<file path="config.mk">
export PLATFORM = sky130hd
export DESIGN_NAME = fuzzy_steering_controller
export DESIGN_NICKNAME = d
export VERILOG_FILES = /design/src/rtl/fsc_pkg.sv /design/src/rtl/fsc_memb.sv /design/src/rtl/fsc_rules.sv /design/src/rtl/fsc_div.sv /design/src/rtl/fuzzy_steering_controller.sv
export SDC_FILE = /design/constraint.sdc
export NUM_CORES = 2
export LEC_CHECK = 0
export ABC_AREA = 1
export BUFFER_PORTS_ARGS = -buffer_cell sky130_fd_sc_hd__buf_2
export CORE_ASPECT_RATIO = 0.5
export CORE_UTILIZATION = 30
export CTS_CLUSTER_SIZE = 10
export DETAILED_ROUTE_END_ITERATION = 8
export PLACE_DENSITY = 0.5
export REMOVE_ABC_BUFFERS = 1
export SYNTH_ARGS = -nofsm -noshare
export SYNTH_HDL_FRONTEND = slang
export SYNTH_SLANG_ARGS = --single-unit
</file>
<file path="constraint.sdc">
create_clock -name clk_i -period 37.8 [get_ports clk_i]
set_input_delay 0 -clock clk_i [delete_from_list [all_inputs] [get_ports clk_i]]
set_output_delay 0 -clock clk_i [all_outputs]
set_load 0.01 [all_outputs]
</file>
<file path="src/rtl/fsc_pkg.sv">
// Shared types, constants and the breakpoint search for the fuzzy steering controller.
package fsc_pkg;

  localparam int GRADES = 7;
  localparam int IDX_W  = 3;   // grade index
  localparam int X_W    = 17;  // error or rate value, signed
  localparam int D_W    = 10;  // distance to upper breakpoint and interval span
  localparam int RCP_W  = 25;  // floor(2^32 / span)
  localparam int MU_W   = 17;  // membership, 65536 = full
  localparam int CTR_W  = 11;  // output centre, signed
  localparam int PROD_W = 29;  // strength times centre, signed
  localparam int NUM_W  = 30;  // weighted sum, signed
  localparam int DEN_W  = 19;  // strength sum
  localparam int Q_W    = 10;  // quotient magnitude
  localparam int OUT_W  = 11;  // steering angle

  localparam logic [MU_W-1:0] MU_ONE = 17'd65536;

  typedef logic signed [X_W-1:0]   pt_t;
  typedef pt_t                     pts_t [GRADES];
  typedef logic [RCP_W-1:0]        rcp_tab_t [GRADES-1];
  typedef logic [IDX_W-1:0]        rule_row_t [GRADES];
  typedef rule_row_t               rule_tab_t [GRADES];
  typedef logic signed [CTR_W-1:0] ctr_tab_t [GRADES];

  // Breakpoints in Q11.4 degrees
  localparam pts_t ERR_PTS = '{
    -17'sd720, -17'sd480, -17'sd240, 17'sd0, 17'sd240, 17'sd480, 17'sd720
  };
  localparam pts_t RATE_PTS = '{
    -17'sd1440, -17'sd1120, -17'sd640, 17'sd0, 17'sd640, 17'sd1120, 17'sd1440
  };

  // floor(2^32 / span) for each interval
  localparam rcp_tab_t ERR_RCP = '{
    25'd17895697, 25'd17895697, 25'd17895697,
    25'd17895697, 25'd17895697, 25'd17895697
  };
  localparam rcp_tab_t RATE_RCP = '{
    25'd13421772, 25'd8947848, 25'd6710886,
    25'd6710886, 25'd8947848, 25'd13421772
  };

  // Rule table, row = error grade, column = rate grade, entry = output grade index
  localparam rule_tab_t RULE_TAB = '{
    '{3'd0, 3'd0, 3'd0, 3'd1, 3'd2, 3'd2, 3'd2},
    '{3'd0, 3'd0, 3'd1, 3'd1, 3'd2, 3'd3, 3'd4},
    '{3'd1, 3'd1, 3'd2, 3'd2, 3'd3, 3'd4, 3'd4},
    '{3'd1, 3'd2, 3'd2, 3'd3, 3'd3, 3'd4, 3'd5},
    '{3'd2, 3'd2, 3'd3, 3'd4, 3'd4, 3'd5, 3'd5},
    '{3'd2, 3'd3, 3'd4, 3'd4, 3'd5, 3'd6, 3'd6},
    '{3'd3, 3'd4, 3'd4, 3'd5, 3'd6, 3'd6, 3'd6}
  };

  // Output centres in 1/16 degree
  localparam ctr_tab_t CENTRES = '{
    -11'sd960, -11'sd720, -11'sd360, 11'sd0, 11'sd360, 11'sd720, 11'sd960
  };

  typedef struct packed {
    logic [IDX_W-1:0] lo;
    logic [D_W-1:0]   d;
    logic [D_W-1:0]   span;
    logic [RCP_W-1:0] rcp;
  } fuzz_t;

  // Interval search: lower grade, distance to the upper breakpoint and span.
  // Below range: d = span gives full lower membership; above range: d = 0.
  function automatic fuzz_t fuzz_locate(input pt_t x, input pts_t pts,
                                        input rcp_tab_t rcp);
    fuzz_t            f;
    logic [IDX_W-1:0] c;
    logic [IDX_W-1:0] hi;
    c = '0;
    for (int k = 0; k < GRADES; k++) begin
      if (x >= pts[k]) c = IDX_W'(k + 1);
    end
    if (c == '0) begin
      f.lo = '0;
    end else if (c == IDX_W'(GRADES)) begin
      f.lo = IDX_W'(GRADES - 2);
    end else begin
      f.lo = c - 1'b1;
    end
    hi     = f.lo + 1'b1;
    f.span = D_W'(pts[hi] - pts[f.lo]);
    f.rcp  = rcp[f.lo];
    if (c == '0) begin
      f.d = f.span;
    end else if (c == IDX_W'(GRADES)) begin
      f.d = '0;
    end else begin
      f.d = D_W'(pts[c] - x);
    end
    return f;
  endfunction

endpackage

</file>
<file path="src/rtl/fsc_memb.sv">
// Two-stage membership unit: d * 65536 / span by reciprocal multiply and one correction.
module fsc_memb
  import fsc_pkg::*;
(
  input  logic             clk_i,
  input  logic             en_i,
  input  fuzz_t            fz_i,
  output logic [IDX_W-1:0] lo_o,
  output logic [MU_W-1:0]  mu_o
);

  logic [D_W+RCP_W-1:0] prod;
  logic [MU_W-1:0]      est_d, est_q;
  logic [D_W-1:0]       d_q, span_q;
  logic [IDX_W-1:0]     lo_b_q;
  logic [25:0]          num_c, back_c, rem_c;
  logic [MU_W-1:0]      mu_d;

  // Estimate, low by at most one
  assign prod  = D_W'(fz_i.d) * fz_i.rcp;
  assign est_d = MU_W'(prod >> 16);

  always_ff @(posedge clk_i) begin
    if (en_i) begin
      est_q  <= est_d;
      d_q    <= fz_i.d;
      span_q <= fz_i.span;
      lo_b_q <= fz_i.lo;
    end
  end

  // Remainder check fixes the estimate
  assign num_c  = {d_q, 16'b0};
  assign back_c = 26'(est_q * span_q);
  assign rem_c  = num_c - back_c;
  assign mu_d   = (rem_c >= 26'(span_q)) ? est_q + 1'b1 : est_q;

  always_ff @(posedge clk_i) begin
    if (en_i) begin
      mu_o <= mu_d;
      lo_o <= lo_b_q;
    end
  end

endmodule

</file>
<file path="src/rtl/fsc_rules.sv">
// Rule evaluation, duplicate-grade pruning and weighted sums, three stages.
module fsc_rules
  import fsc_pkg::*;
(
  input  logic                    clk_i,
  input  logic                    en_i,
  input  logic [IDX_W-1:0]        elo_i,
  input  logic [MU_W-1:0]         emu_i,
  input  logic [IDX_W-1:0]        rlo_i,
  input  logic [MU_W-1:0]         rmu_i,
  output logic signed [NUM_W-1:0] num_o,
  output logic [DEN_W-1:0]        den_o
);

  logic [MU_W-1:0]          emu [2];
  logic [MU_W-1:0]          rmu [2];
  logic [MU_W-1:0]          str [4];
  logic [IDX_W-1:0]         grd [4];
  logic [MU_W-1:0]          str_q [4];
  logic signed [CTR_W-1:0]  ctr_q [4];
  logic signed [PROD_W-1:0] prod_q [4];
  logic [DEN_W-1:0]         den_q;
  logic signed [NUM_W-1:0]  num_d;

  // Rule strengths and output grades, equal grades keep only the larger
  always_comb begin
    emu[0] = emu_i;
    emu[1] = MU_ONE - emu_i;
    rmu[0] = rmu_i;
    rmu[1] = MU_ONE - rmu_i;
    for (int i = 0; i < 4; i++) begin
      grd[i] = RULE_TAB[elo_i + IDX_W'(i & 1)][rlo_i + IDX_W'((i >> 1) & 1)];
      str[i] = (emu[i & 1] <= rmu[(i >> 1) & 1]) ? emu[i & 1] : rmu[(i >> 1) & 1];
    end
    for (int i = 0; i < 4; i++) begin
      for (int j = i + 1; j < 4; j++) begin
        if (grd[i] == grd[j]) begin
          if (str[i] > str[j]) str[j] = '0;
          else                 str[i] = '0;
        end
      end
    end
  end

  always_ff @(posedge clk_i) begin
    if (en_i) begin
      for (int i = 0; i < 4; i++) begin
        str_q[i] <= str[i];
        ctr_q[i] <= CENTRES[grd[i]];
      end
    end
  end

  // Products and strength sum
  always_ff @(posedge clk_i) begin
    if (en_i) begin
      for (int i = 0; i < 4; i++) begin
        prod_q[i] <= PROD_W'($signed({1'b0, str_q[i]}) * ctr_q[i]);
      end
      den_q <= DEN_W'(str_q[0]) + DEN_W'(str_q[1]) + DEN_W'(str_q[2]) + DEN_W'(str_q[3]);
    end
  end

  // Weighted sum
  assign num_d = NUM_W'(prod_q[0]) + NUM_W'(prod_q[1]) + NUM_W'(prod_q[2])
               + NUM_W'(prod_q[3]);

  always_ff @(posedge clk_i) begin
    if (en_i) begin
      num_o <= num_d;
      den_o <= den_q;
    end
  end

endmodule

</file>
<file path="src/rtl/fsc_div.sv">
// Pipelined restoring divider, one quotient bit per stage, truncates toward zero.
module fsc_div
  import fsc_pkg::*;
(
  input  logic                    clk_i,
  input  logic                    en_i,
  input  logic signed [NUM_W-1:0] num_i,
  input  logic [DEN_W-1:0]        den_i,
  output logic signed [OUT_W-1:0] q_o
);

  logic [NUM_W-1:0] rem_q  [Q_W+1];
  logic [Q_W-1:0]   quo_q  [Q_W+1];
  logic [DEN_W-1:0] den_q  [Q_W+1];
  logic             neg_q  [Q_W+1];
  logic             zero_q [Q_W+1];

  // Magnitude and sign
  always_ff @(posedge clk_i) begin
    if (en_i) begin
      rem_q[0]  <= num_i[NUM_W-1] ? NUM_W'(-num_i) : NUM_W'(num_i);
      quo_q[0]  <= '0;
      den_q[0]  <= den_i;
      neg_q[0]  <= num_i[NUM_W-1];
      zero_q[0] <= (den_i == '0);
    end
  end

  // One quotient bit per stage, MSB first
  for (genvar s = 0; s < Q_W; s++) begin : g_step
    logic [NUM_W-1:0] trial;
    logic             take;
    assign trial = NUM_W'(den_q[s]) << (Q_W - 1 - s);
    assign take  = (rem_q[s] >= trial);
    always_ff @(posedge clk_i) begin
      if (en_i) begin
        rem_q[s+1]  <= take ? rem_q[s] - trial : rem_q[s];
        quo_q[s+1]  <= {quo_q[s][Q_W-2:0], take};
        den_q[s+1]  <= den_q[s];
        neg_q[s+1]  <= neg_q[s];
        zero_q[s+1] <= zero_q[s];
      end
    end
  end

  // Apply sign
  always_ff @(posedge clk_i) begin
    if (en_i) begin
      if (zero_q[Q_W])     q_o <= '0;
      else if (neg_q[Q_W]) q_o <= -$signed({1'b0, quo_q[Q_W]});
      else                 q_o <= $signed({1'b0, quo_q[Q_W]});
    end
  end

endmodule

</file>
<file path="src/rtl/fuzzy_steering_controller.sv">
// Fuzzy PD steering controller top level: front stage, valid tracking, unit hookup.
//
// One item (current and previous track error, signed Q11.4 degrees) enters per clock while
// not stalled and gives one steering angle in 1/16 degree. Stages: breakpoint search (1),
// membership by reciprocal multiply (2), rule evaluation and weighted sums (3), and a
// one-bit-per-stage divider with sign handling (12). The whole pipeline freezes while a
// finished result is stalled at the output; bubbles travel as cleared valid bits.
module fuzzy_steering_controller
  import fsc_pkg::*;
(
  input  logic                    clk_i,
  input  logic                    rst_ni,
  input  logic                    in_valid_i,
  output logic                    in_stall_o,
  input  logic signed [15:0]      error_now_i,
  input  logic signed [15:0]      error_before_i,
  output logic                    out_valid_o,
  input  logic                    out_stall_i,
  output logic signed [OUT_W-1:0] steer_angle_o
);

  localparam int LAT = 18;

  logic                    en;
  logic [LAT-1:0]          vld_q;
  pt_t                     e_x, r_x;
  fuzz_t                   efz_q, rfz_q;
  logic [IDX_W-1:0]        elo, rlo;
  logic [MU_W-1:0]         emu, rmu;
  logic signed [NUM_W-1:0] num;
  logic [DEN_W-1:0]        den;

  // Global advance: hold everything while the output item waits
  assign en          = !(vld_q[LAT-1] && out_stall_i);
  assign in_stall_o  = !en;
  assign out_valid_o = vld_q[LAT-1];

  always_ff @(posedge clk_i or negedge rst_ni) begin
    if (!rst_ni) begin
      vld_q <= '0;
    end else if (en) begin
      vld_q <= {vld_q[LAT-2:0], in_valid_i};
    end
  end

  // Error, rate and interval search
  assign e_x = pt_t'(error_now_i);
  assign r_x = pt_t'(error_now_i) - pt_t'(error_before_i);

  always_ff @(posedge clk_i) begin
    if (en) begin
      efz_q <= fuzz_locate(e_x, ERR_PTS, ERR_RCP);
      rfz_q <= fuzz_locate(r_x, RATE_PTS, RATE_RCP);
    end
  end

  fsc_memb u_memb_err (
    .clk_i (clk_i),
    .en_i  (en),
    .fz_i  (efz_q),
    .lo_o  (elo),
    .mu_o  (emu)
  );

  fsc_memb u_memb_rate (
    .clk_i (clk_i),
    .en_i  (en),
    .fz_i  (rfz_q),
    .lo_o  (rlo),
    .mu_o  (rmu)
  );

  fsc_rules u_rules (
    .clk_i (clk_i),
    .en_i  (en),
    .elo_i (elo),
    .emu_i (emu),
    .rlo_i (rlo),
    .rmu_i (rmu),
    .num_o (num),
    .den_o (den)
  );

  fsc_div u_div (
    .clk_i (clk_i),
    .en_i  (en),
    .num_i (num),
    .den_i (den),
    .q_o   (steer_angle_o)
  );

endmodule

</file>
After elaboration in Yosys (flattened, before gate mapping)
Memories as Yosys holds them, arrays and structs flattened. A register that Yosys moved wholly into a read port is not among the register bits.
Index checks and enable logic that the tools add are counted.
{"block": "op_classes", "add_sub_neg": 35, "mul": 8, "magnitude_cmp": 50, "n_eq_ne": 8, "mux": 102, "bitwise_logic": 15, "reduce_logical": 7}
{"cell": "2-to-1 mux 17 bit", "count": 24}
{"cell": "2-to-1 mux 30 bit", "count": 11}
{"cell": "2-to-1 mux 10 bit", "count": 17}
{"cell": "multiplier 18 x 11 -> 29 bit", "count": 4}
{"cell": "greater-than comparator 17 bit", "count": 6}
{"cell": "2-to-1 mux 34 bit", "count": 3}
{"cell": "2-to-1 mux 11 bit", "count": 8}
{"cell": "2-to-1 mux 21 bit", "count": 4}
{"cell": "2-to-1 mux 3 bit", "count": 28}
{"cell": ">= comparator 17 x 12 -> 1 bit, second input constant", "count": 4}
{"cell": "less-or-equal comparator 17 bit", "count": 4}
{"cell": "multiplier 10 x 25 -> 33 bit", "count": 2}
{"cell": "adder 30 x 29 -> 30 bit", "count": 2}
{"cell": ">= comparator 4 bit, second input constant", "count": 14}
{"cell": "NOT 3 -> 4 bit", "count": 14}
{"cell": ">= comparator 26 x 10 -> 1 bit", "count": 2}
{"cell": "multiplier 17 x 10 -> 26 bit", "count": 2}
{"cell": "subtractor 26 bit", "count": 2}
{"cell": "subtractor 10 bit", "count": 4}
{"cell": "adder 19 x 17 -> 19 bit", "count": 2}
{"cell": "binary-select mux 3 bit (select 3 bit)", "count": 4}
{"cell": "adder 17 x 1 -> 17 bit, second input constant", "count": 2}
{"cell": ">= comparator 17 x 11 -> 1 bit, second input constant", "count": 2}
{"cell": "subtractor 17 bit, first input constant", "count": 2}
{"cell": "other kinds (41)", "count": 58}
{"block": "word_totals", "register_bits": 263, "mem_bits_rw": 899, "rom_bits": 1904, "inputBits": 36, "out_inout_bits": 13, "wordCells": 271, "memories": 22}
{"memory": "u_div.rem_q", "depth": 11, "word_bits": 30, "read_ports": 10, "rd_clocked_by_memory_dff": 0, "wr": 11, "line": "fsc_div.sv:12", "source": "logic [NUM_W-1:0] rem_q [Q_W+1];"}
{"memory": "u_div.den_q", "depth": 11, "word_bits": 19, "read_ports": 10, "rd_clocked_by_memory_dff": 0, "wr": 11, "line": "fsc_div.sv:14", "source": "logic [DEN_W-1:0] den_q [Q_W+1];"}
{"memory": "(name not given)", "depth": 8, "word_bits": 25, "read_ports": 1, "rd_clocked_by_memory_dff": 1, "wr": 0, "line": "fsc_pkg.sv:87", "source": "f.rcp = rcp[f.lo];"}
{"memory": "(name not given)", "depth": 8, "word_bits": 25, "read_ports": 1, "rd_clocked_by_memory_dff": 1, "wr": 0, "line": "fsc_pkg.sv:87"}
{"memory": "(name not given)", "depth": 8, "word_bits": 21, "read_ports": 1, "rd_clocked_by_memory_dff": 0, "wr": 0, "line": "fsc_rules.sv:32", "source": "grd[i] = RULE_TAB[elo_i + IDX_W'(i & 1)][rlo_i + IDX_W'((i >> 1) & 1)];"}
{"memory": "(name not given)", "depth": 8, "word_bits": 21, "read_ports": 1, "rd_clocked_by_memory_dff": 0, "wr": 0, "line": "fsc_rules.sv:32"}
{"memory": "16 more memories"}

Logic depth before layout (Yosys ltp)
{"block": "depth", "ltp_word": 22, "mapped_depth": 88, "ltp_nobuf": 84}

Hierarchy
From an unflattened synthesis, not the netlist that was laid out.
{"block": "unflattened", "hier_cells": 14260, "hier_area_um2": 114300.9}
{"mod": "fsc_rules", "instances": 1, "cells_per_inst": 4493, "area_per_inst_um2": 38428.1, "seq_area_each_um2": 7957.6}
{"mod": "fsc_div", "instances": 1, "cells_per_inst": 4602, "area_per_inst_um2": 36971.7, "seq_area_each_um2": 17356.6}
{"mod": "fsc_memb (u_memb_err)", "instances": 1, "cells_per_inst": 2220, "area_per_inst_um2": 16903.7, "seq_area_each_um2": 1801.7}
{"mod": "fsc_memb (u_memb_rate)", "instances": 1, "cells_per_inst": 2210, "area_per_inst_um2": 16849.9, "seq_area_each_um2": 1801.7}
{"mod": "fuzzy_steering_controller", "instances": 1, "cells_per_inst": 735, "area_per_inst_um2": 5147.4, "seq_area_each_um2": 1651.6}

Least setup slack after synthesis
OpenSTA, ideal clock, no wires.
{"block": "synth_timing", "path_type": "register to register", "start": "register vld_q[17]", "end": "register vld_q[10]", "setup_time_ps": 1272, "arrival_ps": 27407, "t_required_ps": 36528, "setup_slack_ps": 9121, "path_stages_with_launch": 4, "path_buffers": 1, "synth_period_minus_slack_ps": 28679, "path_cell_list": "dfrtp_1 > nand2_1 > clkbuf_1 > o21ai_0"}
{"block": "synth_via", "elab_chain_len": 1}
{"item": "start, declared", "line": "fuzzy_steering_controller.sv:25", "source": "logic [LAT-1:0] vld_q;"}
{"item": "start signal, assigned", "line": "fuzzy_steering_controller.sv:42", "source": "vld_q <= {vld_q[LAT-2:0], in_valid_i};"}
{"item": "logical AND 1 bit", "line": "fuzzy_steering_controller.sv:34", "source": "assign en = !(vld_q[LAT-1] && out_stall_i);"}
Every way passes these cells.
A chain may end at the register's enable or synchronous reset.

==> summary.md <==
| Metric | Value |
|---|---|
| Die Width | 768 um |
| Worst min path class | in2reg |
| Final Skew | 0.0614 ns |
| Non-filler instance count after layout | 13700 |
| RSZ-0062 raised after global routing | no |
| Kind of end point of the critical path | flip-flop |
| Slew at the pin closest to its max-slew limit | 1.09 ns |
| Leading cell types by count after synthesis | 2064 x sky130_fd_sc_hd__inv_1, 1868 x sky130_fd_sc_hd__nand2_1, 1063 x sky130_fd_sc_hd__ha_1, 967 x sky130_fd_sc_hd__edfxtp_1, 613 x sky130_fd_sc_hd__fa_1 |
| Proportion of netlist area held by the largest area contributor | 0.330 |
| Data required, critical path | 38.23 ns |
| Count of unique library cells instantiated by Yosys | 83 |
| DRT iter0 DRCs | 3368 |
| GRT Resource Usage Total | 0.145 |
| WL/cell | 15.7 um |
| Highest net fanout along the worst path | 34 |
| Max Buffers Root-to-Sink | 3 |
| Register-to-Register Setup Slack | 22.37 ns |
| Detailed-route DRC error count | 0 |
| Clock tree from TritonCTS | done |
| Aggregate routed wire length | 214 mm |
| FF-to-FF Start | u_memb_err.mu_o[0] |
| Via count of the first global-routing pass | 62600 |
| Highest Clock Rate | 64.8 MHz |
| Initial antenna violation count | 5 |
| Input/output buffers | 48 |
| Most common cell in the synthesized netlist | sky130_fd_sc_hd__inv_1 |
| Placement Rows | 140 |
| Post-synthesis register bit count | 985 |
| Maximum single-stage delay on the critical path | 0.73 ns |
| DR pass1 iterations | 5 |
| Area contributors post-synth | sky130_fd_sc_hd__edfxtp_1 33%, sky130_fd_sc_hd__ha_1 15%, sky130_fd_sc_hd__fa_1 14% |
| Antenna Violating Nets Remaining | 0 |
| Cell count after synthesis | 9745 |
| Accumulated negative setup slack | 0 ns |
| Post-synth EDFFs | 967 |
| Count of cells along the worst hold path | 4 |
| Growth of design area from synthesis to finish | 9.08% |
| Maximum number of pins on one net before global-route repair | 178 |
| Classification of the worst setup path | reg2reg |
| Async set-reset flop share out of synthesis | 0.0183 |
| Crit Reg-Reg Endpoint | u_rules.str_q[2][4] |
| Worst-path clk slew | 0.06 ns |
| Area of the multi-input gates | 49900 um2 |
| Number of clock buffers inserted by TritonCTS | 114 |
| Filler instances | 30300 |
| Number of sinks driven by the clock tree | 985 |
| Register area | 29500 um2 |
| Cell occurring most often along the worst timing path | sky130_fd_sc_hd__nand2_1 |
| Depth of the most critical reg-to-reg path | 80 |
| Share of post-route cells with drive strength above 1 | 0.0379 |
| Grt total ovfl | 0 |
| Dominant cell type by area after synthesis | sky130_fd_sc_hd__edfxtp_1 |
| Root buf cell | sky130_fd_sc_hd__clkbuf_16 |
| H-tree level count | 3 |
| Via/cell ratio | 4.50 |
| Total vias in the final route | 61600 |
| Result of the run | complete, no violations |
| Die Y | 385 um |
| Min cycle time layout | 15.43 ns |
| Resized Gates After CTS | 0 |
| Inst Count DP | 13500 |
| Global-route wire length before repair | 343 mm |
| DIE AREA | 296000 um2 |
| Synthesized area | 88000 um2 |
| Startpoint of the tightest hold check path | error_now_i[4] |
| Sort of element at the start of the critical path | flip-flop |
| Number of endpoints with negative hold slack in the final report | 0 |
| Worst-case setup margin in the final layout | 22.37 ns |
| Part of the cycle the worst path needs | 0.408 |
| Final setup fails | 0 |
| Buf/Inv on CP | 5 |
| Clock latency on the worst-skew pair | 0.78 ns |
| Average footprint of a synthesized cell | 9.03 um2 |
| Top Ports | 49 |
| Number of warnings printed during yosys synthesis | 0 |
| Placeable core region | 291000 um2 |
| Kind of cell adding the most delay to the critical path | simple AND/OR/NAND/NOR gates |
| Worst slack on hold paths | 0.112 ns |
| Total count of max-transition violations in the final report | 0 |
| Most used flip-flop cell after synthesis | sky130_fd_sc_hd__edfxtp_1 |
| Starting Density | 0.302 |
| Critical-path cell with the highest stage delay | sky130_fd_sc_hd__a21oi_2 |
| Worst setup slack after placement | 22.54 ns |
| Data arrival at the endpoint of the critical path | 15.86 ns |
| Worst-case hold path end point | rfz_q[39] |
| GP Congestion | 0.869 |
| Max-slew headroom at the worst pin | 0.272 |
| Share of synthesized area occupied by flip-flops and latches | 0.335 |
| Post-layout nets | 11500 |
| Detailed Place HPWL | 174 mm |
| Max-capacitance violation count | 0 |
[routing by layer]
layer / vias to the layer above / part of all wire / global-route usage
met5: - / 0.000037 / 0
met4: 2 / 0.030 / 0.0414
met3: 284 / 0.033 / 0.0180
met2: 887 / 0.47 / 0.253
met1: 29000 / 0.47 / 0.190
li1: 31400 / - / -
[cells by family (layout without fill, tap and decap cells)]
family          Yosys count  after routing  share of synthesized area
compound gates         1271           1271                     0.0796
xor+xnor                525            525                     0.0528
fa+ha+maj              1676           1676                      0.290
buf+inv                2295           2344                     0.0990
flops                   985            985                      0.335
mux                       3              3                   0.000384
other cells               0              1                          0
simple gates           2990           2990                      0.143
[worst max path at each step]
stage                                  start  depth (start not counted)  slack (ns)              endpoint
after detailed placement  u_memb_err.mu_o[0]                         80       22.54   u_rules.str_q[2][4]
after global routing      u_memb_err.mu_o[1]                         81       20.78  u_rules.str_q[2][14]
final                     u_memb_err.mu_o[0]                         80       22.37   u_rules.str_q[2][4]
after floorplan                    vld_q[17]                          3        7.00             vld_q[11]
after global placement    u_memb_err.mu_o[0]                         80       22.42  u_rules.str_q[2][15]
after CTS                 u_memb_err.mu_o[0]                         80       22.40   u_rules.str_q[2][4]
[worst reg2reg max path: cells and delay by family (launching register included)]
family                   cells  cell delay [ns]
adder cells (fa/ha/maj)      7             1.96
flip-flops                   1             0.49
AO/OA/AOI/OAI               29             5.44
buffers and inverters        5             0.41
AND/OR/NAND/NOR             38             6.45
XOR/XNOR                     1             0.34
[timing repair]
item / in CTS / in global routing
setup buffers: 0 / 0
endpoints found under the hold margin: 72 / 0
hold buffers: 18 / 0
[per-stage QoR]
| stage | utilization | instance area [um2] |
|---|---|---|
| 2_1_floorplan | - | 87200 |
| 3_3_place_gp | 0.318 | 92600 |
| 3_5_place_dp | 0.318 | 92600 |
| 4_1_cts | 0.329 | 96000 |
| 5_1_grt | 0.329 | 96000 |
| 6_report | 0.329 | 96000 |
[final cells by class]
cell class / instances / share of cell area
antenna: 1 / 0.0000261
clock inverter: 21 / 0.00302
timing repair buffer: 96 / 0.00711
tap: 3905 / 0.0509
multi-input combinational: 6465 / 0.519
clock buffer: 138 / 0.0311
inverter: 2089 / 0.0817
sequential: 985 / 0.307
[flip-flops by register name, summed over array words and instances, names as in the netlist, 18 cells and up]
| register | cells |
|---|---|
| u_div.rem_q | 273 |
| u_div.den_q | 190 |
| u_rules.prod_q | 104 |
| u_rules.str_q | 68 |
| u_div.quo_q | 55 |
| u_rules.ctr_q | 28 |
| u_rules.num_o | 27 |
| rfz_q | 21 |
| efz_q | 19 |
| u_rules.den_o | 19 |
| u_rules.den_q | 19 |
| vld_q | 18 |
[cells in the final DEF (no fill, tap or decap), types with 128 or more instances in the layout]
master	count
sky130_fd_sc_hd__xor2_1	323
sky130_fd_sc_hd__nor2_1	497
sky130_fd_sc_hd__fa_1	613
sky130_fd_sc_hd__o21ai_0	421
sky130_fd_sc_hd__nor3_1	128
sky130_fd_sc_hd__ha_1	1063
sky130_fd_sc_hd__a21oi_1	572
sky130_fd_sc_hd__inv_1	2064
sky130_fd_sc_hd__edfxtp_1	967
sky130_fd_sc_hd__xnor2_1	197
sky130_fd_sc_hd__nand3_1	216
sky130_fd_sc_hd__nand2_1	1867
Power is not shown: default switching activity piles up to over one toggle a cycle in this logic, so the estimate is an artifact.
